[src/hbp_pkg.sv]
// Shared types and constants for the histogram back-projection core.
// No dependencies; every other file of the block but hbp_checker imports this package.
`timescale 1ns / 1ps

package hbp_pkg;

    localparam int TABLE_DEPTH = 4096;
    localparam int ADDR_W      = $clog2(TABLE_DEPTH);
    // Widest combined index: z*by*bx + y*bx + x with 9-bit terms
    localparam int IDX_W       = 28;
    localparam int BIN_W       = 12;
    localparam int PROB_W      = 32;

    // Result queue sized to cover the lookup latency at full rate
    localparam int FIFO_DEPTH  = 8;
    localparam int PTR_W       = $clog2(FIFO_DEPTH);
    localparam int CNT_W       = $clog2(FIFO_DEPTH + 1);

    localparam logic [1:0] REG_BINS_X        = 2'd0;
    localparam logic [1:0] REG_BINS_Y        = 2'd1;
    localparam logic [1:0] REG_BINS_Z        = 2'd2;
    localparam logic [1:0] REG_CHANNELS_USED = 2'd3;

    localparam logic [1:0] CH_TWO   = 2'd2;
    localparam logic [1:0] CH_THREE = 2'd3;

    localparam logic MODE_WRITE  = 1'b0;
    localparam logic MODE_LOOKUP = 1'b1;

    typedef struct packed {
        logic [8:0] bins_x;
        logic [8:0] bins_y;
        logic [8:0] bins_z;
        logic [1:0] channels_used;
    } cfg_t;

    typedef struct packed {
        logic        mode;
        logic [11:0] entry_index;
        logic [31:0] entry_value;
        logic [7:0]  chan_first;
        logic [7:0]  chan_second;
        logic [7:0]  chan_third;
    } item_t;

    typedef struct packed {
        logic              wr_en;
        logic              rd_en;
        logic [ADDR_W-1:0] addr;
        logic [PROB_W-1:0] wdata;
    } mem_req_t;

    typedef struct packed {
        logic             valid;
        logic             oor;
        logic [BIN_W-1:0] bin;
    } look_tag_t;

    typedef struct packed {
        logic              oor;
        logic [BIN_W-1:0]  bin;
        logic [PROB_W-1:0] prob;
    } result_t;

endpackage

[src/hbp_regs.sv]
// APB configuration registers: bin counts per channel and channel count.
// Depends on hbp_pkg for the register codes and the cfg_t struct.
`timescale 1ns / 1ps

module hbp_regs (
    input  logic          aclk,
    input  logic          aresetn,
    input  logic          psel,
    input  logic          penable,
    input  logic          pwrite,
    input  logic [3:0]    paddr,
    input  logic [31:0]   pwdata,
    output logic [31:0]   prdata,
    output logic          pready,
    output hbp_pkg::cfg_t cfg
);
    import hbp_pkg::*;

    cfg_t cfg_reg;
    cfg_t cfg_next;
    logic wr_hit;

    assign pready = 1'b1;
    assign wr_hit = psel && penable && pwrite;
    assign cfg    = cfg_reg;

    always_comb begin
        cfg_next = cfg_reg;
        if (wr_hit) begin
            unique case (paddr[3:2])
                REG_BINS_X:        cfg_next.bins_x        = pwdata[8:0];
                REG_BINS_Y:        cfg_next.bins_y        = pwdata[8:0];
                REG_BINS_Z:        cfg_next.bins_z        = pwdata[8:0];
                REG_CHANNELS_USED: cfg_next.channels_used = pwdata[1:0];
                default:           cfg_next = cfg_reg;
            endcase
        end
    end

    always_comb begin
        unique case (paddr[3:2])
            REG_BINS_X:        prdata = {23'd0, cfg_reg.bins_x};
            REG_BINS_Y:        prdata = {23'd0, cfg_reg.bins_y};
            REG_BINS_Z:        prdata = {23'd0, cfg_reg.bins_z};
            REG_CHANNELS_USED: prdata = {30'd0, cfg_reg.channels_used};
            default:           prdata = 32'd0;
        endcase
    end

    always_ff @(posedge aclk) begin
        if (!aresetn) begin
            cfg_reg.bins_x        <= 9'd16;
            cfg_reg.bins_y        <= 9'd16;
            cfg_reg.bins_z        <= 9'd16;
            cfg_reg.channels_used <= 2'd3;
        end else begin
            cfg_reg <= cfg_next;
        end
    end

endmodule

[config.mk]
export PLATFORM = sky130hd
export DESIGN_NAME = hbp_regs
export DESIGN_NICKNAME = d
export VERILOG_FILES = /design/src/hbp_pkg.sv /design/src/hbp_regs.sv
export SDC_FILE = /design/constraint.sdc
export NUM_CORES = 1
export LEC_CHECK = 0
export BUFFER_PORTS_ARGS = -buffer_cell sky130_fd_sc_hd__buf_4
export CAP_MARGIN = 20
export CORE_MARGIN = 5
export CORE_UTILIZATION = 44
export CTS_BUF_LIST = sky130_fd_sc_hd__clkbuf_16
export DETAILED_ROUTE_END_ITERATION = 10
export PLACE_DENSITY = 0.82
export SLEW_MARGIN = 10
export SYNTH_ARGS = -nofsm -noshare
export SYNTH_HDL_FRONTEND = slang
export SYNTH_SLANG_ARGS = --single-unit
[constraint.sdc]
create_clock -name aclk -period 2 [get_ports aclk]
set_input_delay 0.2 -clock aclk [delete_from_list [all_inputs] [get_ports aclk]]
set_output_delay 0.2 -clock aclk [all_outputs]
set_load 0.02 [all_outputs]
==> impl_metrics.csv <==
group,metric,value,unit
detailed_routing,detail_route.wl_per_cell,13.1,um
timing,timing.setup.tns,0,ns
min_path,whs_path_depth,3,
clocking,cts_root_buffer,"sky130_fd_sc_hd__clkbuf_16",
logic_synthesis,post_synth_and_or_nand_nor_area_fraction,15.6,%
worst_setup_path,path_cells,"mux4_1 -> buf_4",
clocking,cts_max_path_buffers,2,
min_path,worstHoldEndpoint,"cfg[6]",
timing,timing_max_transition_violations_final,0,
logic_synthesis,seq_cells_post_synth,29,
worst_setup_path,startpoint_of_the_lowest_slack_register_to_register_path,"cfg[6]",
clocking,post-cts-setup-buffer-count,0,
worst_setup_path,crit_type,"reg2out",
logic_synthesis,synth-seq-area-share,38.2,%
detailed_routing,vias_per_cell,4.66,
timing,maxClockFrequency,675,MHz
final_layout,nets,257,
worst_setup_path,critical_path.max_fanout,3,
place,placed_insts,255,
worst_setup_path,critical_path.max_stage_delay,0.52,ns
die,ios,103,
global_route,first_pass_grt_wire_length,5390,um
clocking,clkLatencyLatePin,0.26,ns
final_layout,layout_cell_share_with_drive_strength_beyond_1,28.6,%
global_route,antenna_found_initial,0,
final_layout,final-seq-area,581,um^2
place,gpl.final_weighted_congestion,0.721,
place,placed_area,1830,um^2
outcome,outcome,"completed",
logic_synthesis,multiplexer_share_of_the_synthesized_area,25.2,%
logic_synthesis,synth_top_cells_by_area,"sky130_fd_sc_hd__dfxtp_1 (38%), sky130_fd_sc_hd__mux2i_1 (22%), sky130_fd_sc_hd__buf_4 (13%)",
clocking,numCtsBuffers,5,
worst_setup_path,worst-path-buf-inv,1,
detailed_routing,drt-initial-drc-count,46,
clocking,clkSlewWorstSetupHoldPaths,0.05,ns
logic_synthesis,yosys.cell_types.count,22,
min_path,hp-class,"in2reg",
min_path,hold_path.startpoint,"pwdata[4]",
power,maximum_vdd_ir_drop,0.596,mV
worst_setup_path,cp_slowest_cell,"sky130_fd_sc_hd__mux4_1",
power,power.total,1.42,mW
timing,setup-violations-final,0,
logic_synthesis,synthXorXnorAreaFrac,0,%
place,detailedPlacementHpwl,2560,um
place,port_buffers,53,
power,powerDensity,723,nW/um^2
final_layout,multiInputGateArea,782,um^2
run,cap_viol_max_count,0,
clocking,cts-resized-gates,0,
detailed_routing,route.vias.total,1225,
timing,timing.max_slew.rel_slack,61.1,%
worst_setup_path,cp_data_arrival_time,1.28,ns
final_layout,fillers,334,
logic_synthesis,netlist_instances,166,
logic_synthesis,synth_warnings,0,
logic_synthesis,synth_adder_area_share,0,%
timing,finalHoldViolCount,0,
detailed_routing,postRouteWirelength,3450,um
timing,min_period,1.48,ns
global_route,groute.usage.overall,15.2,%
worst_setup_path,cell_count_of_the_worst_reg_to_reg_path,3,
die,chipHeight,68.8,um
final_layout,largest_register_ff_count,29,
die,fp.dieArea,4730,um^2
final_layout,area.growth.synth_to_final,29.5,%
logic_synthesis,post-synth-top-area-cell,"sky130_fd_sc_hd__dfxtp_1",
final_layout,final_area,1970,um^2
logic_synthesis,area_fraction_in_compound_gates_after_synthesis,4.77,%
clocking,cts-htree-levels,2,
die,core,3340,um^2
timing,period_share,74.1,%
timing,final.setup_skew,0,ns
timing,hold_ws,0.227,ns
power,static-leakage-power,1.01,nW
worst_setup_path,r2r-end,"cfg[6]",
global_route,grt_max_degree,39,
timing,grt_setup_unrepaired,"false",
worst_setup_path,worst_setup_path_end_kind,"output pin",
final_layout,finalNonFillerCells,263,
worst_setup_path,worst_ep_required_time,1.80,ns
final_layout,n_antenna_cell,0,
clocking,tritoncts_num_sinks,29,
detailed_routing,drtAntennaViolNets,0,
logic_synthesis,largest_family_of_logic_cells_by_synthesized_area,"multiplexers",
die,rows,21,
detailed_routing,post-route-drc-count,0,
logic_synthesis,synthesis.area,1520,um^2
global_route,vias_in_the_first_global_route,1166,
worst_setup_path,timing.reg2reg.setup_slack,1.26,ns
die,die_width,68.8,um
global_route,gr-total-overflow,0,
die,floorplan.initialDensity,45.6,%
detailed_routing,firstDrtPassIters,4,
logic_synthesis,syn_avg_cell_area,9.16,um^2
worst_setup_path,cell_family_with_the_largest_share_of_critical_path_delay,"multiplexers",
clocking,holdBufCountCts,0,
clocking,tritoncts,"done",
timing,worst_slew_pin_slew,0.584,ns
logic_synthesis,yosysTopAreaCellShare,38.2,%
worst_setup_path,startpoint_type,"register",
==> kinds of logic (layout without fill, tap and decap cells) <==
group / Yosys count / in the layout
mux: 35 / 35
simple gates: 52 / 52
buf+inv: 35 / 64
flops: 29 / 29
other cells: 2 / 24
compound gates: 13 / 13
==> cell usage after synthesis (all sizes together) <==
library cell  count
nand2            41
clkbuf            3
and3              1
or3               1
conb              2
nand2b            1
a21oi             2
inv               2
o311ai            2
nand3             1
and2              1
buf              30
dfxtp            29
nor3b             1
nand3b            1
nor2b             4
o21ai             9
mux4              2
mux2i            33
==> per-stage QoR <==
step | setup slack, ns | util, %
global placement | 0.632 | 54.9
floorplan | 0.774 | -
finish | 0.519 | 59.0
global route | 0.468 | 59.0
detailed placement | 0.628 | 54.9
CTS | 0.497 | 59.0
==> layer usage <==
metal | GRT usage [%] | wire length (um) | vias up
met5 | 0 | 0 | -
li1 | - | - | 606
met1 | 18.6 | 1460 | 567
met3 | 4.21 | 291 | 4
met2 | 26.0 | 1660 | 48
met4 | 4.38 | 36 | 0
==> area by class of cell <==
cell class / instances / area share, %
multi-input combinational: 124 / 39.7
clock buffer: 5 / 6.35
tap: 46 / 2.92
sequential: 29 / 29.5
timing repair buffer: 54 / 20.6
clock inverter: 3 / 0.572
inverter: 2 / 0.381
==> worst register-to-register path, delay by kind of cell (launching register included) <==
| kind | cells | cell delay [ns] |
|---|---|---|
| flops | 1 | 0.31 |
| compound gates | 2 | 0.17 |
| simple gates | 1 | 0.14 |
==> power by group <==
part           switching (mW)  internal (mW)
Combinational           0.113         0.0577
Sequential            0.00594          0.588
Clock                   0.216          0.444
Total                   0.334           1.09
==> layout by cell type, fill, tap and decap left out <==
cell and count:
sky130_fd_sc_hd__clkbuf_16 5, sky130_fd_sc_hd__mux4_1 2, sky130_fd_sc_hd__dfxtp_1 29, sky130_fd_sc_hd__and3_1 1
sky130_fd_sc_hd__nand3_2 1, sky130_fd_sc_hd__nand2_1 40, sky130_fd_sc_hd__nand2b_1 1, sky130_fd_sc_hd__and2_1 1
sky130_fd_sc_hd__nand3b_1 1, sky130_fd_sc_hd__buf_4 54, sky130_fd_sc_hd__nor3b_2 1, sky130_fd_sc_hd__mux2i_1 33
sky130_fd_sc_hd__or3_1 1, sky130_fd_sc_hd__inv_1 5, sky130_fd_sc_hd__o21ai_0 9, sky130_fd_sc_hd__o311ai_0 2
sky130_fd_sc_hd__a21oi_1 2, sky130_fd_sc_hd__nor2b_1 4, sky130_fd_sc_hd__conb_1 24, sky130_fd_sc_hd__nand2_2 1
==> worst max path at each step <==
stage | slack [ns] | cells after the start | start | to
after global placement | 0.63 | 3 | paddr[2] | cfg[21]
after global routing | 0.47 | 2 | cfg[3] | prdata[1]
after floorplan | 0.77 | 2 | cfg[15] | prdata[4]
after detailed placement | 0.63 | 3 | paddr[3] | prdata[1]
final | 0.52 | 2 | cfg[3] | prdata[1]
after CTS | 0.50 | 2 | cfg[3] | prdata[1]
(Power assumes the default switching activity.)
