**src/hbp_pkg.sv**
```systemverilog
// Shared types and constants for the histogram back-projection core.
// No dependencies; every other file of the block but hbp_checker imports this package.
`timescale 1ns / 1ps

package hbp_pkg;

    localparam int TABLE_DEPTH = 4096;
    localparam int ADDR_W      = $clog2(TABLE_DEPTH);
    // Widest combined index: z*by*bx + y*bx + x with 9-bit terms
    localparam int IDX_W       = 28;
    localparam int BIN_W       = 12;
    localparam int PROB_W      = 32;

    // Result queue sized to cover the lookup latency at full rate
    localparam int FIFO_DEPTH  = 8;
    localparam int PTR_W       = $clog2(FIFO_DEPTH);
    localparam int CNT_W       = $clog2(FIFO_DEPTH + 1);

    localparam logic [1:0] REG_BINS_X        = 2'd0;
    localparam logic [1:0] REG_BINS_Y        = 2'd1;
    localparam logic [1:0] REG_BINS_Z        = 2'd2;
    localparam logic [1:0] REG_CHANNELS_USED = 2'd3;

    localparam logic [1:0] CH_TWO   = 2'd2;
    localparam logic [1:0] CH_THREE = 2'd3;

    localparam logic MODE_WRITE  = 1'b0;
    localparam logic MODE_LOOKUP = 1'b1;

    typedef struct packed {
        logic [8:0] bins_x;
        logic [8:0] bins_y;
        logic [8:0] bins_z;
        logic [1:0] channels_used;
    } cfg_t;

    typedef struct packed {
        logic        mode;
        logic [11:0] entry_index;
        logic [31:0] entry_value;
        logic [7:0]  chan_first;
        logic [7:0]  chan_second;
        logic [7:0]  chan_third;
    } item_t;

    typedef struct packed {
        logic              wr_en;
        logic              rd_en;
        logic [ADDR_W-1:0] addr;
        logic [PROB_W-1:0] wdata;
    } mem_req_t;

    typedef struct packed {
        logic             valid;
        logic             oor;
        logic [BIN_W-1:0] bin;
    } look_tag_t;

    typedef struct packed {
        logic              oor;
        logic [BIN_W-1:0]  bin;
        logic [PROB_W-1:0] prob;
    } result_t;

endpackage

```
**src/hbp_index.sv**
```systemverilog
// Index pipeline: quantizes the channels, forms the combined bin index and
// issues the table access in order with table writes. Depends on hbp_pkg.
`timescale 1ns / 1ps

module hbp_index (
    input  logic               aclk,
    input  logic               aresetn,
    input  logic               in_valid,
    input  hbp_pkg::item_t     item,
    input  hbp_pkg::cfg_t      cfg,
    output hbp_pkg::mem_req_t  req,
    output hbp_pkg::look_tag_t tag
);
    import hbp_pkg::*;

    // stage 1: captured beat
    logic        v1_reg;
    item_t       it1_reg;

    // stage 2: quantized bins and the row-plane size
    logic        v2_reg;
    logic        mode2_reg;
    logic [11:0] ent2_reg;
    logic [31:0] val2_reg;
    logic [8:0]  qx2_reg;
    logic [8:0]  qy2_reg;
    logic [8:0]  qz2_reg;
    logic [17:0] byx2_reg;

    // stage 3: partial products
    logic        v3_reg;
    logic        mode3_reg;
    logic [11:0] ent3_reg;
    logic [31:0] val3_reg;
    logic [8:0]  qx3_reg;
    logic [17:0] py3_reg;
    logic [26:0] pz3_reg;

    look_tag_t   tag_reg;
    look_tag_t   tag_next;

    logic [16:0] prod_x;
    logic [16:0] prod_y;
    logic [16:0] prod_z;
    logic [IDX_W-1:0] idx;
    logic [IDX_W-1:0] went;
    logic        oor;
    logic        wr_ok;
    logic        lookup;

    assign prod_x = 17'(it1_reg.chan_first)  * 17'(cfg.bins_x);
    assign prod_y = 17'(it1_reg.chan_second) * 17'(cfg.bins_y);
    assign prod_z = 17'(it1_reg.chan_third)  * 17'(cfg.bins_z);

    always_comb begin
        case (cfg.channels_used)
            CH_THREE: idx = IDX_W'(pz3_reg) + IDX_W'(py3_reg) + IDX_W'(qx3_reg);
            CH_TWO:   idx = IDX_W'(py3_reg) + IDX_W'(qx3_reg);
            default:  idx = IDX_W'(qx3_reg);
        endcase
    end

    assign oor    = (idx >= IDX_W'(TABLE_DEPTH));
    assign went   = IDX_W'(ent3_reg);
    assign wr_ok  = (went < IDX_W'(TABLE_DEPTH));
    assign lookup = v3_reg && (mode3_reg == MODE_LOOKUP);

    always_comb begin
        req.wr_en = v3_reg && (mode3_reg == MODE_WRITE) && wr_ok;
        req.rd_en = lookup && !oor;
        req.addr  = (mode3_reg == MODE_LOOKUP) ? idx[ADDR_W-1:0] : went[ADDR_W-1:0];
        req.wdata = val3_reg;

        tag_next.valid = lookup;
        tag_next.oor   = oor;
        tag_next.bin   = oor ? '0 : idx[BIN_W-1:0];
    end

    assign tag = tag_reg;

    always_ff @(posedge aclk) begin
        if (!aresetn) begin
            v1_reg        <= 1'b0;
            v2_reg        <= 1'b0;
            v3_reg        <= 1'b0;
            tag_reg.valid <= 1'b0;
        end else begin
            v1_reg        <= in_valid;
            v2_reg        <= v1_reg;
            v3_reg        <= v2_reg;
            tag_reg       <= tag_next;
        end
    end

    always_ff @(posedge aclk) begin
        it1_reg   <= item;

        mode2_reg <= it1_reg.mode;
        ent2_reg  <= it1_reg.entry_index;
        val2_reg  <= it1_reg.entry_value;
        qx2_reg   <= prod_x[16:8];
        qy2_reg   <= prod_y[16:8];
        qz2_reg   <= prod_z[16:8];
        byx2_reg  <= 18'(cfg.bins_y) * 18'(cfg.bins_x);

        mode3_reg <= mode2_reg;
        ent3_reg  <= ent2_reg;
        val3_reg  <= val2_reg;
        qx3_reg   <= qx2_reg;
        py3_reg   <= 18'(qy2_reg) * 18'(cfg.bins_x);
        pz3_reg   <= 27'(qz2_reg) * 27'(byx2_reg);
    end

endmodule

```
**config.mk**
```make
export PLATFORM = sky130hd
export DESIGN_NAME = hbp_index
export DESIGN_NICKNAME = d
export VERILOG_FILES = /design/src/hbp_pkg.sv /design/src/hbp_index.sv
export SDC_FILE = /design/constraint.sdc
export NUM_CORES = 1
export LEC_CHECK = 0
export ABC_AREA = 1
export BUFFER_PORTS_ARGS = -buffer_cell sky130_fd_sc_hd__buf_4
export CAP_MARGIN = 20
export CORE_MARGIN = 10
export CORE_UTILIZATION = 68
export CTS_CLUSTER_DIAMETER = 60
export DETAILED_ROUTE_END_ITERATION = 12
export MAX_ROUTING_LAYER = met4
export PLACE_DENSITY = 0.92
export SLEW_MARGIN = 20
export SYNTH_ARGS = -nofsm -noshare
export SYNTH_HDL_FRONTEND = slang
export SYNTH_SLANG_ARGS = --single-unit
```
**constraint.sdc**
```tcl
create_clock -name aclk -period 12.5 [get_ports aclk]
set_input_delay 2.5 -clock aclk [delete_from_list [all_inputs] [get_ports aclk]]
set_output_delay 2.5 -clock aclk [all_outputs]
set_load 0.01 [all_outputs]
```
==> flow_metrics.py, run 1 <==
metrics = {
    "outcome": {
        "status": "complete, no violations",
    },
    "floorplan": {
        "rows": 71,
        "die_area_sq_um": 46500,
        "initial_core_util": 0.690,
        "fp.dieW_microns": 216,
        "top_level_ports": 161,
        "die_h_microns": 216,
        "core_area_sq_um": 37700,
    },
    "route": {
        "dr_total_vias": 21100,
        "dr.pass1.iters": 6,
        "post_drt_wl_per_cell_microns": 16.7,
        "wl_microns": 65100,
        "drtAntennaViolNets": 0,
        "vias_per_cell": 5.41,
        "drc": 0,
        "drt-initial-drc-count": 1767,
    },
    "logic_synthesis": {
        "yosys_register_bits": 275,
        "synth-main-ff-cell": "dfxtp_1",
        "netlist_area_sq_um": 26000,
        "muxShareOfSynthArea": 0,
        "ys_seq_area_frac": 0.217,
        "syn_inst": 3299,
        "syn_area_per_cell_sq_um": 7.88,
        "synth_compound_area_frac": 0.0469,
        "yosys.area_share.xor_xnor": 0.0263,
        "synth_enable_flop_cells": 13,
        "synth_cell_type_count": 44,
        "synth_top_family_by_area": "adder cells",
        "synth_fa_ha_area_frac": 0.393,
        "yosysWarnings": 0,
        "syn_nets": 4008,
        "synthArstFlopShare": 0,
        "yosys.area_share.simple": 0.177,
    },
    "cells_and_area": {
        "areaGrowthSynthToFinish_pct": 9.28,
        "stdcell_count": 3898,
        "largest_reg_flops": 69,
        "finish.net_count": 4072,
        "drive_above_1_share": 0.0729,
        "n_antenna_cell": 0,
        "fillers": 2534,
    },
    "timing": {
        "post-route-period-util": 0.579,
        "fmax_mhz": 138,
        "relSlewSlack": 0.393,
        "worst_pin_slew_ps": 907,
        "setup_viol": 0,
        "finalHoldViolCount": 0,
        "drv_slew": 0,
        "grt_setup_unrepaired": "false",
        "period_needed_ps": 7230,
        "skew_ps": 38.3,
        "tns_ps": 0,
    },
    "placement": {
        "gp_congestion": 0.973,
        "dp_hpwl_microns": 49800,
        "place_inst": 3842,
        "io_buffers": 160,
    },
    "clock_network": {
        "numCtsBuffers": 30,
        "cts_sinks": 275,
        "clockBufferDepth": 3,
        "cts_tree": "yes",
        "hold_buffers": 0,
        "clock_latency_ps": 600,
        "cts.repair.resized": 0,
        "cts_max_level": 1,
        "cts_setup_buffers": 0,
        "clk_pin_slew_ps": 60,
        "cts_root_buffer": "clkbuf_16",
    },
    "setup_path": {
        "r2r-start": "qz2_reg[2]$_DFF_P_",
        "arrival_ps": 4730,
        "worstPathMaxFanout": 14,
        "worst_setup_path_end_kind": "output pin",
        "crit_path_start_kind": "input port",
        "crit_start": "cfg[1]",
        "cp.required_ps": 10000,
        "crit_type": "input port to output pin",
    },
    "grt": {
        "grt_max_degree": 27,
        "grt_first_pass_wirelength_microns": 107000,
        "grt-ovfl-total": 0,
        "grtUsageTotal": 0.287,
        "grt_pass1_vias": 22000,
        "antenna_found_initial": 0,
    },
    "flow_run": {
        "maxCapViolCount": 0,
    },
    "min_path": {
        "hold_class": "register to register",
        "min_from": "it1_reg[64]$_DFF_P_",
    },
}
## per-stage QoR
step / hold WS (ps) / utilization / instance area, sq um / setup slack (ps)
detailed placement: 312 / 0.726 / 27400 / 5320
global placement: 310 / 0.726 / 27400 / 5330
CTS: 321 / 0.755 / 28400 / 5300
finish: 321 / 0.755 / 28400 / 5270
global route: 327 / 0.755 / 28400 / 5020
floorplan: 310 / - / 26000 / 5860
## final timing paths
check / to / slack [ps] / depth (start not counted)
hold reg to reg: ent2_reg[8]$_DFF_P_ / 320 / 0
setup / recovery: req[44] / 5270 / 11
hold / removal: ent2_reg[8]$_DFF_P_ / 320 / 0
setup reg to reg: pz3_reg[14]$_DFF_P_ / 7330 / 15
## cells by family (layout without fill, tap and decap cells)
logic type / after synthesis / count (layout)
AND/OR/NAND/NOR: 1151 / 1151
buffers and inverters: 967 / 1055
adder cells (fa/ha/maj): 608 / 608
flip-flops: 275 / 275
AO/OA/AOI/OAI: 220 / 220
XOR/XNOR: 78 / 78
## critical path, stage by stage
cell	delay, ps
buf_4	90
clkinv_1	190
nor2_1	750
inv_1	300
nor2_1	170
nor2_1	60
nand3_1	90
nor2_2	50
nand2_2	310
nor2_2	50
buf_4	150
## routing by layer
layer  part of all wire  GRT usage  wire [microns]
met5                  0          -               0
met3              0.086     0.0427            5620
met4              0.039      0.107            2540
met2               0.50      0.494           32500
met1               0.38      0.336           24500
## layout make-up
class / instances / area (sq um) / area share
sequential: 275 / 5640 / 0.198
multi-input combinational: 2057 / 16700 / 0.589
clock inverter: 18 / 246 / 0.00867
tap: 511 / 639 / 0.0225
timing repair buffer: 160 / 1200 / 0.0423
inverter: 839 / 3150 / 0.111
clock buffer: 38 / 821 / 0.0289
## cell usage after synthesis (4+ instances only)
cell | n | area (sq um)
nand2_1 | 897 | 3370
fa_1 | 347 | 6950
xnor2_1 | 20 | 175
edfxtp_1 | 13 | 390
nor3_1 | 6 | 30.0
ha_1 | 261 | 3270
or2_2 | 5 | 31.3
buf_1 | 4 | 15.0
a21o_1 | 6 | 45.0
inv_1 | 834 | 3130
o21a_1 | 4 | 30.0
nor2_1 | 97 | 364
a211oi_1 | 4 | 30.0
nand2_2 | 4 | 25.0
o21ai_0 | 64 | 320
nor2_2 | 20 | 125
a21oi_1 | 114 | 571
xor2_1 | 58 | 508
a221oi_1 | 4 | 35.0
clkbuf_1 | 120 | 450
nand3_1 | 90 | 450
nand3b_1 | 6 | 45.0
a21boi_0 | 7 | 52.6
nand4_1 | 16 | 100
dfxtp_1 | 262 | 5250
## cell usage in the layout, fill, tap and decap left out, types with 3 or more instances in the layout
master	Yosys	layout
a21boi_0	7	7
edfxtp_1	13	13
nand4_1	16	16
nand2_2	4	4
dfxtp_1	262	262
o21a_1	4	4
xor2_1	58	58
clkbuf_1	120	4
clkinvlp_4	0	3
o21bai_1	3	3
nor3_1	6	6
buf_4	1	160
clkbuf_16	0	30
nand3_2	3	3
nor4_1	3	3
ha_1	261	261
fa_1	347	347
o2111ai_1	3	3
a211oi_1	4	4
a21oi_1	114	114
nand3_1	90	90
nand3b_1	6	6
inv_1	834	834
a221oi_1	4	4
a21o_1	6	6
nor2_1	97	97
clkinv_2	0	5
clkinv_1	3	3
bufinv_16	0	4
xnor2_1	20	20
clkbuf_8	0	4
nand2_1	897	897
nor2_2	20	20
or2_2	5	5
o21ai_0	64	64
Power of run 1 is left out: the tool's default activity adds up to more than one toggle a clock period on the data nets, which glitch-free logic cannot reach.
==> run 2: changes to the inputs <==
--- a/config.mk
+++ b/config.mk
@@ -9,11 +9,11 @@
 export BUFFER_PORTS_ARGS = -buffer_cell sky130_fd_sc_hd__buf_4
 export CAP_MARGIN = 20
 export CORE_MARGIN = 10
-export CORE_UTILIZATION = 68
+export CORE_UTILIZATION = 63
 export CTS_CLUSTER_DIAMETER = 60
 export DETAILED_ROUTE_END_ITERATION = 12
 export MAX_ROUTING_LAYER = met4
-export PLACE_DENSITY = 0.92
+export PLACE_DENSITY = 0.86
 export SLEW_MARGIN = 20
 export SYNTH_ARGS = -nofsm -noshare
 export SYNTH_HDL_FRONTEND = slang
==> constraint.sdc (replaced) <==
create_clock -name aclk -period 6.7 [get_ports aclk]
set_input_delay 1.34 -clock aclk [delete_from_list [all_inputs] [get_ports aclk]]
set_output_delay 1.34 -clock aclk [all_outputs]
set_load 0.01 [all_outputs]
==> flow_metrics.py, run 2 (synthesis results as in run 1) <==
metrics = {
    "grt": {
        "grtUsageTotal": 0.244,
        "grt_first_pass_wirelength_microns": 99700,
        "grt-ovfl-total": 0,
        "grt_max_degree": 27,
        "antenna_found_initial": 1,
        "grt_pass1_vias": 20800,
    },
    "setup_path": {
        "max_stage_delay_ps": 580,
        "crit_start": "qx3_reg[1]$_DFF_P_",
        "cp_slowest_cell": "fa_1",
        "worstPathMaxFanout": 14,
        "r2r_slack_ps": 1590,
        "crit_path_start_kind": "register",
        "cp-endpoint": "req[44]",
        "r2r-start": "qz2_reg[0]$_DFF_P_",
        "worst_setup_path_end_kind": "output pin",
        "arrival_ps": 4200,
        "cp_cell_sequence": "inv_1, fa_1, inv_1, ha_1, fa_1, nand2_1, nand2_1, nand3_1, nand2_2, nand2_1, nand3_1, nand3_1, nand2_1, nor2_1, nand3_1, nor2_2, nand2_2, nor2_2, buf_4",
        "crit_type": "register to output pin",
        "r2r_end": "pz3_reg[22]$_DFF_P_",
        "worstRegToRegCells": 16,
        "cp.required_ps": 5360,
    },
    "cells_and_area": {
        "fillers": 3088,
        "largest_reg_flops": 69,
        "final_cell_mix": "nand2_1, inv_1, fa_1",
        "stdcell_count": 3916,
        "final_area_sq_um": 28400,
        "areaGrowthSynthToFinish_pct": 9.08,
        "final_common_cell": "nand2_1",
        "drive_above_1_share": 0.0718,
        "finish.net_count": 4072,
        "utilization": 0.695,
    },
    "floorplan": {
        "initial_core_util": 0.637,
        "die_h_microns": 223,
        "fp.dieW_microns": 223,
        "die_area_sq_um": 49800,
        "rows": 74,
        "top_level_ports": 161,
        "core_area_sq_um": 40800,
    },
    "timing": {
        "fmax_mhz": 181,
        "grt_setup_unrepaired": "false",
        "relSlewSlack": 0.449,
        "skew_ps": 12.1,
        "finalHoldViolCount": 0,
        "post-route-period-util": 0.826,
        "tns_ps": 0,
        "period_needed_ps": 5540,
        "worst_pin_slew_ps": 825,
        "setup_viol": 0,
        "drv_slew": 0,
    },
    "clock_network": {
        "numCtsBuffers": 29,
        "cts_setup_buffers": 0,
        "clockBufferDepth": 3,
        "cts_max_level": 1,
        "hold_buffers": 0,
        "cts_root_buffer": "clkbuf_16",
        "cts.repair.resized": 0,
        "clock_latency_ps": 570,
        "cts_tree": "yes",
        "clk_pin_slew_ps": 60,
        "cts_sinks": 275,
    },
    "route": {
        "drtAntennaViolNets": 0,
        "wl_met2_microns": 29600,
        "post_drt_wl_per_cell_microns": 15.1,
        "dr.pass1.iters": 6,
        "vias_per_cell": 5.18,
        "met3_length_microns": 3890,
        "wl_microns": 59000,
        "maxUsedRoutingLayer": "met4",
        "drc": 0,
        "wirelength_met1_microns": 23700,
        "dr_total_vias": 20300,
        "drt-initial-drc-count": 1581,
    },
    "flow_run": {
        "maxCapViolCount": 0,
    },
    "outcome": {
        "status": "complete, no violations",
    },
    "placement": {
        "dp_hpwl_microns": 46700,
        "io_buffers": 160,
        "gp_congestion": 0.939,
        "dpl_cell_area_sq_um": 27400,
        "place_inst": 3864,
    },
    "min_path": {
        "hold_class": "register to register",
        "min_from": "it1_reg[54]$_DFF_P_",
    },
}
run 2: cell count changes in the layout (fill, tap and decap cells not counted):
cell / change
clkinv_16: -1
diode_2: +1
inv_16: +1
inv_8: -2
clkinv_2: -4
clkinv_4: -1
inv_6: +2
clkbuf_8: +1
buf_4: +1
clkinv_8: +2
bufinv_16: -3
run 2: how the worst min path moves through the flow:
stage / to / cells after the start / slack, ps
CTS: ent3_reg[0]$_DFF_P_ / 0 / 330
floorplan: ent2_reg[0]$_DFF_P_ / 0 / 310
global placement: val2_reg[7]$_DFF_P_ / 0 / 310
finish: val2_reg[30]$_DFF_P_ / 0 / 330
global route: val3_reg[13]$_DFF_P_ / 0 / 330
detailed placement: ent2_reg[6]$_DFF_P_ / 0 / 310
run 2: cell type report:
cell class | count | area, sq um | area share
multi-input combinational | 2057 | 16700 | 0.590
sequential | 275 | 5640 | 0.199
inverter | 839 | 3150 | 0.111
timing repair buffer | 161 | 1210 | 0.0426
clock buffer | 39 | 835 | 0.0294
tap | 532 | 666 | 0.0235
clock inverter | 12 | 145 | 0.00512
antenna | 1 | 2.50 | 0.0000882
run 2: through the flow:
stage | setup slack [ps] | hold WS [ps]
3_3_place_gp | 1220 | 310
6_report | 1160 | 326
4_1_cts | 1220 | 326
5_1_grt | 988 | 331
2_1_floorplan | 1220 | 310
3_5_place_dp | 1130 | 312
run 2: per-layer routing:
metal | vias to the layer above | global-route usage
met3 | 148 | 0.0314
met2 | 767 | 0.420
met5 | - | -
met1 | 9573 | 0.295
met4 | 0 | 0.0713
li1 | 9809 | -
run 2: critical path: cells and delay by family, from the launching register on:
kind | cells | cell delay [ps]
flops | 1 | 410
simple gates | 13 | 1550
buf+inv | 3 | 340
fa+ha+maj | 3 | 1310
Power of run 2 is left out for the same reason.
