**config.mk**
```make
export PLATFORM = sky130hd
export DESIGN_NAME = hbp_out_fifo
export DESIGN_NICKNAME = d
export VERILOG_FILES = /design/src/hbp_pkg.sv /design/src/hbp_out_fifo.sv
export SDC_FILE = /design/constraint.sdc
export NUM_CORES = 1
export LEC_CHECK = 0
export BUFFER_PORTS_ARGS = -buffer_cell sky130_fd_sc_hd__buf_2
export CAP_MARGIN = 20
export CORE_AREA = 3 3 195 197
export CTS_BUF_LIST = sky130_fd_sc_hd__clkbuf_2 sky130_fd_sc_hd__clkbuf_4 sky130_fd_sc_hd__clkbuf_8
export CTS_CLUSTER_SIZE = 8
export DETAILED_ROUTE_END_ITERATION = 12
export DIE_AREA = 0 0 198 200
export GPL_TIMING_DRIVEN = 0
export PLACE_DENSITY = 0.58
export SYNTH_ARGS = -nofsm -noshare
export SYNTH_HDL_FRONTEND = slang
export SYNTH_SLANG_ARGS = --single-unit
```
**constraint.sdc**
```tcl
create_clock -name aclk -period 5.67 [get_ports aclk]
set_input_delay 1.134 -clock aclk [delete_from_list [all_inputs] [get_ports aclk]]
set_output_delay 1.134 -clock aclk [all_outputs]
set_load 0.03 [all_outputs]
```
**src/hbp_pkg.sv**
```systemverilog
// Shared types and constants for the histogram back-projection core.
// No dependencies; every other file of the block but hbp_checker imports this package.
`timescale 1ns / 1ps

package hbp_pkg;

    localparam int TABLE_DEPTH = 4096;
    localparam int ADDR_W      = $clog2(TABLE_DEPTH);
    // Widest combined index: z*by*bx + y*bx + x with 9-bit terms
    localparam int IDX_W       = 28;
    localparam int BIN_W       = 12;
    localparam int PROB_W      = 32;

    // Result queue sized to cover the lookup latency at full rate
    localparam int FIFO_DEPTH  = 8;
    localparam int PTR_W       = $clog2(FIFO_DEPTH);
    localparam int CNT_W       = $clog2(FIFO_DEPTH + 1);

    localparam logic [1:0] REG_BINS_X        = 2'd0;
    localparam logic [1:0] REG_BINS_Y        = 2'd1;
    localparam logic [1:0] REG_BINS_Z        = 2'd2;
    localparam logic [1:0] REG_CHANNELS_USED = 2'd3;

    localparam logic [1:0] CH_TWO   = 2'd2;
    localparam logic [1:0] CH_THREE = 2'd3;

    localparam logic MODE_WRITE  = 1'b0;
    localparam logic MODE_LOOKUP = 1'b1;

    typedef struct packed {
        logic [8:0] bins_x;
        logic [8:0] bins_y;
        logic [8:0] bins_z;
        logic [1:0] channels_used;
    } cfg_t;

    typedef struct packed {
        logic        mode;
        logic [11:0] entry_index;
        logic [31:0] entry_value;
        logic [7:0]  chan_first;
        logic [7:0]  chan_second;
        logic [7:0]  chan_third;
    } item_t;

    typedef struct packed {
        logic              wr_en;
        logic              rd_en;
        logic [ADDR_W-1:0] addr;
        logic [PROB_W-1:0] wdata;
    } mem_req_t;

    typedef struct packed {
        logic             valid;
        logic             oor;
        logic [BIN_W-1:0] bin;
    } look_tag_t;

    typedef struct packed {
        logic              oor;
        logic [BIN_W-1:0]  bin;
        logic [PROB_W-1:0] prob;
    } result_t;

endpackage

```
**src/hbp_out_fifo.sv**
```systemverilog
// Result queue between the table read and the master stream port.
// Depends on hbp_pkg for depth constants and result_t.
`timescale 1ns / 1ps

module hbp_out_fifo (
    input  logic             aclk,
    input  logic             aresetn,
    input  logic             wr_en,
    input  hbp_pkg::result_t wr_data,
    output logic             rd_valid,
    input  logic             rd_ready,
    output hbp_pkg::result_t rd_data
);
    import hbp_pkg::*;

    result_t           buf_reg [FIFO_DEPTH];
    logic [PTR_W-1:0]  wptr_reg;
    logic [PTR_W-1:0]  wptr_next;
    logic [PTR_W-1:0]  rptr_reg;
    logic [PTR_W-1:0]  rptr_next;
    logic [CNT_W-1:0]  cnt_reg;
    logic [CNT_W-1:0]  cnt_next;
    logic              pop;

    assign rd_valid = (cnt_reg != '0);
    assign rd_data  = buf_reg[rptr_reg];
    assign pop      = rd_valid && rd_ready;

    always_comb begin
        wptr_next = wr_en ? PTR_W'(wptr_reg + 1'b1) : wptr_reg;
        rptr_next = pop   ? PTR_W'(rptr_reg + 1'b1) : rptr_reg;
        cnt_next  = CNT_W'(cnt_reg + CNT_W'(wr_en) - CNT_W'(pop));
    end

    always_ff @(posedge aclk) begin
        if (!aresetn) begin
            wptr_reg <= '0;
            rptr_reg <= '0;
            cnt_reg  <= '0;
        end else begin
            wptr_reg <= wptr_next;
            rptr_reg <= rptr_next;
            cnt_reg  <= cnt_next;
        end
    end

    // Upstream credit keeps the queue from overflowing
    always_ff @(posedge aclk) begin
        if (wr_en) begin
            buf_reg[wptr_reg] <= wr_data;
        end
    end

endmodule

```
==> results by group, run 1 <==
Power and ir drop
  – Logic gate share of total power: 18.0%
  – Clock power share: 33.6%
  – Sequential share of power: 48.4%
  – Int Pwr: 4.84 mW
  – LEAKAGE: 5.77 nW
  – Sw Share: 25.4%
  – Psw: 1.65 mW
  – IR Drop Worst-Case VDD: 226 uV
  – Power Density: 377 mW/mm2

Synth
  – Top cells by count, synth: edfxtp_1 (360), mux4_1 (90), mux2_2 (45)
  – Main area contributors after synthesis: edfxtp_1 (74%), mux4_1 (16%), mux2_2 (3.5%)
  – Post-Synth Adder-Cell Area: 0.655%
  – Most area-hungry cell type in the Yosys netlist: edfxtp_1
  – Mapped Avg Cell Area: 24.5 um2
  – Synth Instances: 592
  – Area share of the largest cell type after synthesis: 74.4%
  – Synth unique cells: 25
  – Largest family of logic cells by synthesized area: multiplexers
  – Async SR Flop Fraction: 0%
  – Synth Flop Type: edfxtp_1
  – Xor and xnor area share after synthesis: 0.181%
  – Simple-Gate Fraction of Synth Area: 1.14%
  – Post-synthesis mux area share: 20.4%
  – Warnings, synthesis: 0
  – Mapped cell area: 0.0145 mm2
  – Cell with the most instances after synthesis: edfxtp_1
  – Post-synthesis sequential area ratio: 76.2%
  – Post-synthesis register bit count: 373
  – Syn_nets: 648
  – Synth Area in Compound Gates: 0.0862%
  – Number of synthesized flops with an enable pin: 360

Route
  – Avg WL per Cell: 23.7 um
  – Met1 wire length: 12700 um
  – DRC: 0
  – DRT Wirelength: 30300 um
  – Final ANT Viol Nets: 0
  – Top routing layer in use: met5
  – Routed vias/inst: 5.17
  – WL met3: 1540 um
  – Met2 WL: 15500 um
  – DR vias: 6597
  – Iteration-0 DRC Markers: 352
  – First drt pass iteration count: 4

Status
  – Run status: complete, no violations

Finish
  – Fraction of layout cells with a size suffix above 1: 33.9%
  – ANT cells: 0
  – Layout Area Growth over Synthesis: 18.5%
  – Max FFs per register: 360
  – Final Net Count: 828

Clock tree
  – # H-tree levels: 2
  – Post-cts hold buffer count: 0
  – CTS Buffer Depth: 3
  – Clk root buf: clkbuf_8
  – CTS sink cnt: 373
  – Post CTS Setup Buffer Count: 0
  – CTS resizes: 0
  – TritonCTS Buffers: 59
  – Clock slew at reported path FFs: 60 ps
  – Skew-Pair Late Insertion Delay: 580 ps
  – CTS tree: built

Floorplanning
  – Die area: 0.0396 mm2
  – Row cnt: 70
  – Floorplan core area: 0.0364 mm2
  – Die width: 198 um
  – Die extent in y: 200 um
  – Starting Density: 39.9%
  – # IOs: 95

Critical path
  – Kind of critical path: reg2out
  – CP arrival: 2630 ps
  – Crit path largest cell delay: 590 ps
  – Critical path cell sequence: clkbuf_2, buf_1, mux4_1, mux2_2, buf_2
  – Slowest stage cell on the critical path: buf_1
  – Crit-path max FO: 10
  – Required time at the worst-slack endpoint: 4540 ps
  – Crit path buf inv count: 3
  – Critical Path End Type: primary output
  – Critical path launch point type: register
  – Top delay family on crit path: buffers and inverters

Placement
  – IO buf count: 94
  – HPWL after detailed placement: 19200 um
  – GP Congestion: 0.692
  – Pre-CTS setup slack: 2420 ps

Timing
  – Min Clock Period, post-route: 3760 ps
  – Max_slew headroom: 43.9%
  – RSZ-0062 raised after global routing: no
  – Final setup vio count: 0
  – Setup TNS: 0 ps
  – Worst Tran Pin Value: 836 ps
  – Final worst setup slack: 1910 ps
  – Top achievable clock speed: 266 MHz
  – Final hold violations: 0
  – Max-slew violations: 0
  – Period utilization: 66.3%
  – Clock skew: 13.7 ps

Global routing
  – First-pass GRT wire length: 44600 um
  – Largest net degree at the start of global routing: 24
  – All-Layer GR Usage: 15.4%
  – GRT overflow: 0
  – Vias in the first global route: 7139
  – Antenna violations before repair: 6

Hold path
  – Hold/Removal Path Class: reg2reg

Run
  – Max-cap check violation count: 0
-- cells by family (layout without fill, tap and decap cells) --
| group | count (synthesis) | count (layout) |
|---|---|---|
| AO/OA/AOI/OAI | 2 | 2 |
| XOR/XNOR | 3 | 3 |
| adder cells (fa/ha/maj) | 7 | 7 |
| buffers and inverters | 30 | 247 |
| flip-flops | 373 | 373 |
| multiplexers | 144 | 144 |
| AND/OR/NAND/NOR | 33 | 33 |
-- tightest hold or removal path, cell delays in order (launching register included) --
cell and delay [ps]:
dfxtp_1 310, nand2_1 70, mux2i_1 70
-- worst paths after layout --
kind | end | cells after the start | start | slack, ps
setup / recovery | rd_data[36] | 5 | register | 1910
hold / removal | rptr_reg[2] | 2 | rptr_reg[2] | 500
setup reg to reg | cnt_reg[1] | 9 | cnt_reg[2] | 3320
hold reg to reg | rptr_reg[2] | 2 | rptr_reg[2] | 500
-- metrics by stage --
stage / cells / utilization, % / total power [mW] / cell area (um2) / hold slack, ps
after floorplan: 592 / - / 4.00 / 14500 / 456
after global placement: 1154 / 42.8 / 4.34 / 15600 / 465
after detailed placement: 1179 / 44.1 / 4.39 / 16100 / 488
after CTS: 1277 / 47.2 / 6.57 / 17200 / 497
after global routing: 1277 / 47.2 / 6.76 / 17200 / 538
final: 1277 / 47.2 / 6.49 / 17200 / 496
-- cells in the final DEF (no fill, tap or decap), types with 6 or more instances in the layout --
master	instances
nand2_1	9
edfxtp_1	360
mux2i_1	9
clkbuf_1	7
clkbuf_8	64
mux2_2	45
ha_1	6
buf_12	9
buf_1	7
nand2b_1	6
buf_6	18
clkinv_1	10
buf_2	94
dfxtp_1	13
nor2_4	6
mux4_1	90
clkbuf_4	19
-- cell type report --
| type | instances | area [um2] |
|---|---|---|
| sequential | 373 | 11100 |
| buffer | 26 | 175 |
| timing repair buffer | 119 | 916 |
| fill | 2951 | 19200 |
| inverter | 4 | 15.0 |
| clock buffer | 83 | 1020 |
| clock inverter | 15 | 113 |
| multi-input combinational | 189 | 3320 |
| tap | 468 | 586 |
-- per-layer routing --
layer | track usage, % | vias to the layer above
li1 | - | 2948
met1 | 20.1 | 3434
met2 | 26.3 | 157
met3 | 3.96 | 46
met4 | 3.88 | 12
met5 | 0 | -
-- power by group through the flow --
stage | logic [mW] | registers [mW] | clock network, mW
6_report | 1.17 | 3.14 | 2.18
5_1_grt | 1.25 | 3.14 | 2.37
4_1_cts | 1.20 | 3.14 | 2.24
3_5_place_dp | 1.19 | 3.20 | 0
3_3_place_gp | 1.14 | 3.20 | 0
2_1_floorplan | 0.812 | 3.19 | 0
No activity file was read; power rests on OpenSTA's default activity.
==> inputs of run 2 (changes only) <==
--- a/config.mk
+++ b/config.mk
@@ -5,15 +5,16 @@
 export SDC_FILE = /design/constraint.sdc
 export NUM_CORES = 1
 export LEC_CHECK = 0
+export ABC_AREA = 1
 export BUFFER_PORTS_ARGS = -buffer_cell sky130_fd_sc_hd__buf_2
 export CAP_MARGIN = 20
-export CORE_AREA = 3 3 195 197
+export CORE_AREA = 3 3 205 207
 export CTS_BUF_LIST = sky130_fd_sc_hd__clkbuf_2 sky130_fd_sc_hd__clkbuf_4 sky130_fd_sc_hd__clkbuf_8
 export CTS_CLUSTER_SIZE = 8
 export DETAILED_ROUTE_END_ITERATION = 12
-export DIE_AREA = 0 0 198 200
+export DIE_AREA = 0 0 208 210
 export GPL_TIMING_DRIVEN = 0
-export PLACE_DENSITY = 0.58
+export PLACE_DENSITY = 0.6
 export SYNTH_ARGS = -nofsm -noshare
 export SYNTH_HDL_FRONTEND = slang
 export SYNTH_SLANG_ARGS = --single-unit
==> constraint.sdc (replaced) <==
create_clock -name aclk -period 3.1 [get_ports aclk]
set_input_delay 0.62 -clock aclk [delete_from_list [all_inputs] [get_ports aclk]]
set_output_delay 0.62 -clock aclk [all_outputs]
set_load 0.03 [all_outputs]
==> run 2 against run 1 <==
First-iteration DRC count is 86% higher. Synthesized cell count rose to 2.7 times the previous value. Flip-flop and latch count stayed put. Combinational power grew to 3.1 times the previous value. Sequential power increased by 82%. Non-clock buffer count increased by 26. Clock power up 83%. Die area increased by 10%. Clock skew grew 2.4 ps. Synthesized area rose by 10%. Utilization is 1.4 points lower. Register-to-register slack worse by 2400 ps. Critical path type unchanged.
==> results by group, run 2 <==
Placement
  – HPWL after detailed placement: 24500 um (+27%)
  – GP Congestion: 0.755 (+9.0%)
  – Placed cell count: 2236 (+90%)
  – Placement Cell Area: 0.0175 mm2 (+8.5%)
  – IO buf count: 93 (-1.1%)

Clock tree
  – Post CTS Setup Buffer Count: 0 (unchanged)
  – TritonCTS Buffers: 60 (+1.7%)
  – # H-tree levels: 2 (unchanged)
  – Skew-Pair Late Insertion Delay: 590 ps (about the same)
  – Clock slew at reported path FFs: 60 ps (about the same)
  – CTS tree: built
  – Post-cts hold buffer count: 0 (unchanged)
  – Clk root buf: clkbuf_8
  – CTS Buffer Depth: 3 (unchanged)
  – CTS sink cnt: 373 (unchanged)
  – CTS resizes: 0 (unchanged)

Floorplanning
  – Die extent in y: 210 um (+5.0%)
  – Row cnt: 74 (+5.7%)
  – Floorplan core area: 0.0406 mm2 (+11%)
  – Die area: 0.0437 mm2 (+10%)
  – Starting Density: 39.5% (-0.31 points)
  – Die width: 208 um (+5.1%)
  – # IOs: 95 (unchanged)

Finish
  – Max FFs per register: 360 (unchanged)
  – Fraction of layout cells with a size suffix above 1: 14.1% (-20 points)
  – Post-route design area: 0.0186 mm2 (+8.0%)
  – Most frequent cells in the layout: nand2_1 (693), edfxtp_1 (360), inv_1 (285), nand3_1 (138), buf_2 (115)
  – Fin cells: 2338 (+83%)
  – Final Core Density: 45.8% (-1.4 points)
  – Layout Area Growth over Synthesis: 15.9%
  – Final Net Count: 1822 (+120%)
  – Commonest non-fill, non-tap cell in the layout: nand2_1
  – # fillers: 3823 (+30%)

Route
  – DRT Wirelength: 38300 um (+26%)
  – First drt pass iteration count: 5 (+1)
  – DRC: 0 (unchanged)
  – Avg WL per Cell: 16.4 um (-31%)
  – Routed vias/inst: 4.61 (-11%)
  – Final ANT Viol Nets: 0 (unchanged)
  – Iteration-0 DRC Markers: 654 (+86%)
  – DR vias: 10800 (+64%)

Timing
  – RSZ-0062 raised after global routing: yes
  – Final setup vio count: 0 (unchanged)
  – Clock skew: 16.2 ps (+2.44 ps)
  – Max_slew headroom: 39.9% (-4.1 points)
  – Top achievable clock speed: 337 MHz
  – Period utilization: 95.8%
  – Max-slew violations: 0 (unchanged)
  – Final hold violations: 0 (unchanged)
  – Min Clock Period, post-route: 2970 ps
  – Worst Tran Pin Value: 900 ps (+63.4 ps)

Critical path
  – Critical path cell sequence: buf_2, inv_2, clkbuf_1, nand2_1, nand2_1, buf_2
  – Cell count of the worst reg-to-reg path: 10 (+1)
  – Critical Path End Type: primary output
  – Crit path buf inv count: 4 (+1)
  – Top delay family on crit path: buffers and inverters
  – Kind of critical path: reg2out
  – Critical path launch point type: register
  – Slowest stage cell on the critical path: clkbuf_1
  – Reg2reg setup slack: 880 ps (-2440 ps)
  – CP arrival: 2350 ps (-280 ps)
  – FF-to-FF End: cnt_reg[2]
  – Worst path depth: 6 (+1)
  – Required time at the worst-slack endpoint: 2480 ps (-2060 ps)
  – Critical Path End: rd_data[8]
  – Crit path largest cell delay: 490 ps (-100 ps)
  – Crit-path max FO: 10 (unchanged)
  – Reg-to-reg startpoint: cnt_reg[2]

Run
  – Max-cap check violation count: 0 (unchanged)

Synth
  – Mapped Avg Cell Area: 10.0 um2 (-59%)
  – Post-synthesis sequential area ratio: 69.0% (-7.2 points)
  – Post-synthesis register bit count: 373 (unchanged)
  – Synth unique cells: 19 (-24%)
  – Syn_nets: 1657 (+160%)
  – Synth Flop Type: edfxtp_1
  – Warnings, synthesis: 0 (unchanged)
  – Most area-hungry cell type in the Yosys netlist: edfxtp_1
  – Top cells by count, synth: nand2_1 (693), edfxtp_1 (360), inv_1 (285)
  – Mapped cell area: 0.0160 mm2 (+10%)
  – Async SR Flop Fraction: 0% (unchanged)
  – Cell with the most instances after synthesis: nand2_1
  – Main area contributors after synthesis: edfxtp_1 (67%), nand2_1 (16%), inv_1 (6.7%)
  – Synth Instances: 1601 (+170%)
  – Number of synthesized flops with an enable pin: 360 (unchanged)
  – Area share of the largest cell type after synthesis: 67.4% (-7.0 points)

Power and ir drop
  – Power Density: 720 mW/mm2 (+91%)
  – Overall power: 13.4 mW (+110%)
  – IR Drop Worst-Case VDD: 570 uV (+150%)
  – LEAKAGE: 8.42 nW (+46%)

Global routing
  – Met1 Resource Use GR: 21.9% (+1.8 points)
  – Gr busiest metal: met2
  – Vias in the first global route: 10800 (+52%)
  – Antenna violations before repair: 5 (-1)
  – GRT overflow: 0 (unchanged)
  – Largest net degree at the start of global routing: 28 (+17%)
  – M3 GR Usage: 3.50% (-0.46 points)
  – First-pass GRT wire length: 59500 um (+33%)
  – All-Layer GR Usage: 17.5% (+2.0 points)
  – GR Util met2: 30.5% (+4.2 points)

Status
  – Run status: complete, no violations

Hold path
  – Hold/Removal Path Class: in2reg
## run 2: kinds of logic after synthesis
family / count (synthesis) / share of synthesized area (%)
flops: 373 / 69.0
simple gates: 855 / 21.2
compound gates: 10 / 0.328
buf+inv: 356 / 8.88
fa+ha+maj: 7 / 0.593
## run 2: area by class of cell
class                           instances  area, um2  area share (%)
Timing Repair Buffer                  103        688            3.70
Inverter                              288       1080            5.81
Antenna cell                            2       5.00          0.0269
Buffer                                 68        357            1.92
Clock inverter                         10       40.0           0.215
Sequential cell                       373      11100            59.5
Tap cell                              532        666            3.58
Multi-Input combinational cell        872       3600            19.4
Clock buffer                           90       1080            5.82
## run 2: worst reg2reg max path: cells and delay by family (launching register included)
| kind | cells | cell delay [ps] |
|---|---|---|
| DFF | 1 | 300 |
| and+or+nand+nor | 1 | 160 |
| buffers and inverters | 2 | 110 |
| AOI/OAI and AO/OA | 4 | 720 |
| adders and majority gates | 3 | 820 |
## run 2: worst min path at each step
stage	start	endpoint	slack [ps]	depth (start not counted)
after floorplan	wptr_reg[0]	wptr_reg[0]	470	2
after global placement	wptr_reg[0]	wptr_reg[0]	480	2
after CTS	wr_data[12]	buf_reg[4][12]	260	1
after detailed placement	wptr_reg[0]	wptr_reg[0]	490	2
after global routing	wr_data[11]	buf_reg[1][11]	270	1
final	wr_data[11]	buf_reg[2][11]	300	1
## run 2: power by group
part | internal, mW | switching [mW] | total (mW)
Clock | 2.19 | 1.81 | 4.00
Combinational | 1.01 | 2.65 | 3.66
Sequential | 5.68 | 0.0453 | 5.73
Total | 8.88 | 4.50 | 13.4
## run 2: metrics by stage
stage               worst slack [ps]  setup TNS [ps]  hold slack (ps)
floorplan                       -228          -41070              467
global placement               -2400         -731660              480
detailed placement               500               0              486
CTS                             29.3               0              257
global route                   -27.7           -27.7              269
finish                           129               0              300
## run 2: per-layer routing
metal,wire length (um),up-vias
li1,-,5352
met1,16100,5068
met2,18900,275
met3,2250,84
met4,1010,8
met5,57,-
==> inputs of run 3 (changes only) <==
==> config.mk (replaced) <==
export PLATFORM = sky130hd
export DESIGN_NAME = hbp_out_fifo
export DESIGN_NICKNAME = d
export VERILOG_FILES = /design/src/hbp_pkg.sv /design/src/hbp_out_fifo.sv
export SDC_FILE = /design/constraint.sdc
export NUM_CORES = 1
export LEC_CHECK = 0
export BUFFER_PORTS_ARGS = -buffer_cell sky130_fd_sc_hd__buf_2
export CAP_MARGIN = 20
export CORE_AREA = 3 3 195 197
export CTS_BUF_LIST = sky130_fd_sc_hd__clkbuf_2 sky130_fd_sc_hd__clkbuf_4 sky130_fd_sc_hd__clkbuf_8
export CTS_CLUSTER_SIZE = 8
export DETAILED_ROUTE_END_ITERATION = 12
export DIE_AREA = 0 0 198 200
export GPL_TIMING_DRIVEN = 0
export PLACE_DENSITY = 0.58
export SYNTH_ARGS = -nofsm -noshare
export SYNTH_HDL_FRONTEND = slang
export SYNTH_SLANG_ARGS = --single-unit
==> constraint.sdc (replaced) <==
create_clock -name aclk -period 3.5 [get_ports aclk]
set_input_delay 0.7 -clock aclk [delete_from_list [all_inputs] [get_ports aclk]]
set_output_delay 0.7 -clock aclk [all_outputs]
set_load 0.03 [all_outputs]
==> run 3 against run 2 <==
Hold slack improved by 78 ps. Count of clock-buffer cells in the layout decreased by 2. Clock power decreased by 16%. Sequential share of layout area increased by 4.9 points. Worst setup slack improved by 16 ps. Power decreased by 23%. Routed wire length decreased by 22%. Final area decreased by 7.6%. Non-clock buffer count decreased by 33. Critical path type unchanged. Critical endpoint is now rd_data[28]. Highest routed layer unchanged.
==> results by group, run 3 (synthesis gave the netlist of run 1 again) <==
Global routing
  – First-pass GRT wire length: 43400 um (-27%)
  – Antenna violations before repair: 3 (-2)
  – M3 GR Usage: 3.49% (-0.0064 points)
  – Largest net degree at the start of global routing: 22 (-21%)
  – Gr busiest metal: met2
  – GR Util met2: 25.1% (-5.4 points)
  – GRT overflow: 0 (unchanged)
  – Vias in the first global route: 6869 (-37%)
  – All-Layer GR Usage: 15.1% (-2.4 points)
  – Met1 Resource Use GR: 20.2% (-1.7 points)

Floorplanning
  – Die width: 198 um (-4.8%)
  – Floorplan core area: 0.0364 mm2 (-10%)
  – Die area: 0.0396 mm2 (-9.3%)
  – Row cnt: 70 (-5.4%)
  – # IOs: 95 (unchanged)
  – Die extent in y: 200 um (-4.8%)
  – Starting Density: 39.9% (+0.31 points)

Route
  – Iteration-0 DRC Markers: 390 (-40%)
  – DRT Wirelength: 29900 um (-22%)
  – Avg WL per Cell: 23.6 um (+44%)
  – Final ANT Viol Nets: 0 (unchanged)
  – DRC: 0 (unchanged)
  – DR vias: 6623 (-39%)
  – Routed vias/inst: 5.22 (+13%)
  – First drt pass iteration count: 5 (unchanged)

Timing
  – Max_slew headroom: 35.9% (-4.0 points)
  – Worst Tran Pin Value: 960 ps (+60.0 ps)
  – Min Clock Period, post-route: 3350 ps
  – Max-slew violations: 0 (unchanged)
  – Period utilization: 95.8%
  – Final worst setup slack: 146 ps (+16.3 ps)
  – Final hold violations: 0 (unchanged)
  – Top achievable clock speed: 298 MHz
  – Clock skew: 16.0 ps (-0.143 ps)
  – Final setup vio count: 0 (unchanged)
  – Setup TNS: 0 ps (unchanged)

Clock tree
  – TritonCTS Buffers: 57 (-5.0%)
  – Clock slew at reported path FFs: 60 ps (about the same)
  – Skew-Pair Late Insertion Delay: 570 ps (-20 ps)
  – CTS Buffer Depth: 3 (unchanged)
  – # H-tree levels: 2 (unchanged)
  – CTS tree: built
  – Clk root buf: clkbuf_8
  – CTS sink cnt: 373 (unchanged)

Critical path
  – FF-to-FF End: cnt_reg[1]
  – CP arrival: 2650 ps (+300 ps)
  – Kind of critical path: reg2out
  – Cell count of the worst reg-to-reg path: 9 (-1)
  – Critical path launch point type: register
  – Crit-path max FO: 10 (unchanged)
  – Reg2reg setup slack: 1150 ps (+270 ps)
  – Reg-to-reg startpoint: cnt_reg[2]
  – Required time at the worst-slack endpoint: 2800 ps (+320 ps)
  – Critical Path End Type: primary output

Finish
  – Fraction of layout cells with a size suffix above 1: 34.5% (+20 points)
  – Final Core Density: 47.1% (+1.3 points)
  – Max FFs per register: 360 (unchanged)
  – Most frequent cells in the layout: edfxtp_1 (360), buf_2 (94), mux4_1 (90), clkbuf_8 (59), mux2_2 (45)
  – Commonest non-fill, non-tap cell in the layout: edfxtp_1
  – Final Net Count: 819 (-55%)
  – Layout Area Growth over Synthesis: 18.3%
  – ANT cells: 0 (-2)

Power and ir drop
  – LEAKAGE: 5.74 nW (-32%)
  – IR Drop Worst-Case VDD: 319 uV (-44%)
  – Overall power: 10.3 mW (-23%)
  – Power Density: 601 mW/mm2 (-17%)

Hold path
  – Hold Path Sink: buf_reg[5][32]
  – Hold path cells: 1 (unchanged)
  – HP Start: wr_data[32]
  – Hold/Removal Path Class: in2reg

Placement
  – HPWL after detailed placement: 18800 um (-23%)
  – Pre-CTS setup slack: 671 ps (+171 ps)
  – IO buf count: 94 (+1.1%)
  – GP Congestion: 0.684 (-9.3%)

Status
  – Run status: complete, no violations

Run
  – Max-cap check violation count: 0 (unchanged)
-- run 3: cell count changes in the layout (fill, tap and decap cells not counted), moves of 6 or more --
cell / before / now
buf_2: 115 / 94
nand2_1: 693 / 9
mux4_1: 0 / 90
mux2_2: 0 / 45
buf_6: 2 / 10
inv_1: 285 / 4
clkbuf_8: 65 / 59
nor2_1: 12 / 1
buf_16: 3 / 12
mux2i_1: 0 / 9
nand2b_1: 0 / 6
buf_4: 12 / 0
nand3_1: 138 / 1
clkbuf_1: 18 / 3
-- run 3: metal layers --
metal / wire length [um] / vias to the layer above
met5: 41 / -
met4: 568 / 6
met3: 1550 / 54
met2: 15000 / 169
met1: 12700 / 3458
li1: - / 2936
-- run 3: through the flow --
step / std cells / hold WS (ps) / area, um2
after floorplan: 592 / 456 / 14500
after global routing: 1269 / 346 / 17200
after CTS: 1269 / 328 / 17200
final: 1269 / 378 / 17200
after global placement: 1154 / 465 / 15600
after detailed placement: 1172 / 497 / 16100
-- run 3: worst max path at each step --
stage | depth (start not counted) | slack, ps | start | endpoint
6_report | 5 | 150 | register | rd_data[28]
5_1_grt | 5 | -0.1 | register | rd_data[28]
4_1_cts | 5 | 4 | register | rd_data[11]
3_5_place_dp | 5 | 670 | register | rd_data[11]
3_3_place_gp | 3 | -2220 | wr_en | buf_reg[5][21]
2_1_floorplan | 2 | 330 | wr_en | buf_reg[2][0]
-- run 3: cell type report --
| type | count | area, um2 |
|---|---|---|
| Fill cell | 2978 | 19300 |
| Timing Repair Buffer | 112 | 921 |
| Multi-Input combinational cell | 189 | 3330 |
| Sequential cell | 373 | 11100 |
| Tap cell | 468 | 586 |
| Clock inverter | 9 | 38.8 |
| Clock buffer | 88 | 1030 |
| Inverter | 4 | 15.0 |
| Buffer | 26 | 184 |
-- run 3: where the power goes --
part | switching (mW) | internal (mW)
combinational | 1.09 | 0.799
sequential | 0.0444 | 5.04
clock | 1.51 | 1.84
total | 2.64 | 7.69
-- run 3: worst max-delay path, stage by stage (launching register included) --
cell,delay (ps)
dfxtp_1,320
clkbuf_2,290
clkbuf_1,590
mux4_1,380
mux2_2,300
buf_2,190
-- run 3: repair_timing --
item / 4_1_cts / 5_1_grt
setup endpoints to repair: 0 / 30
hold buffers: 0 / 0
gates resized for setup: 0 / 12
hold endpoints to repair: 0 / 0
setup buffers: 0 / 0
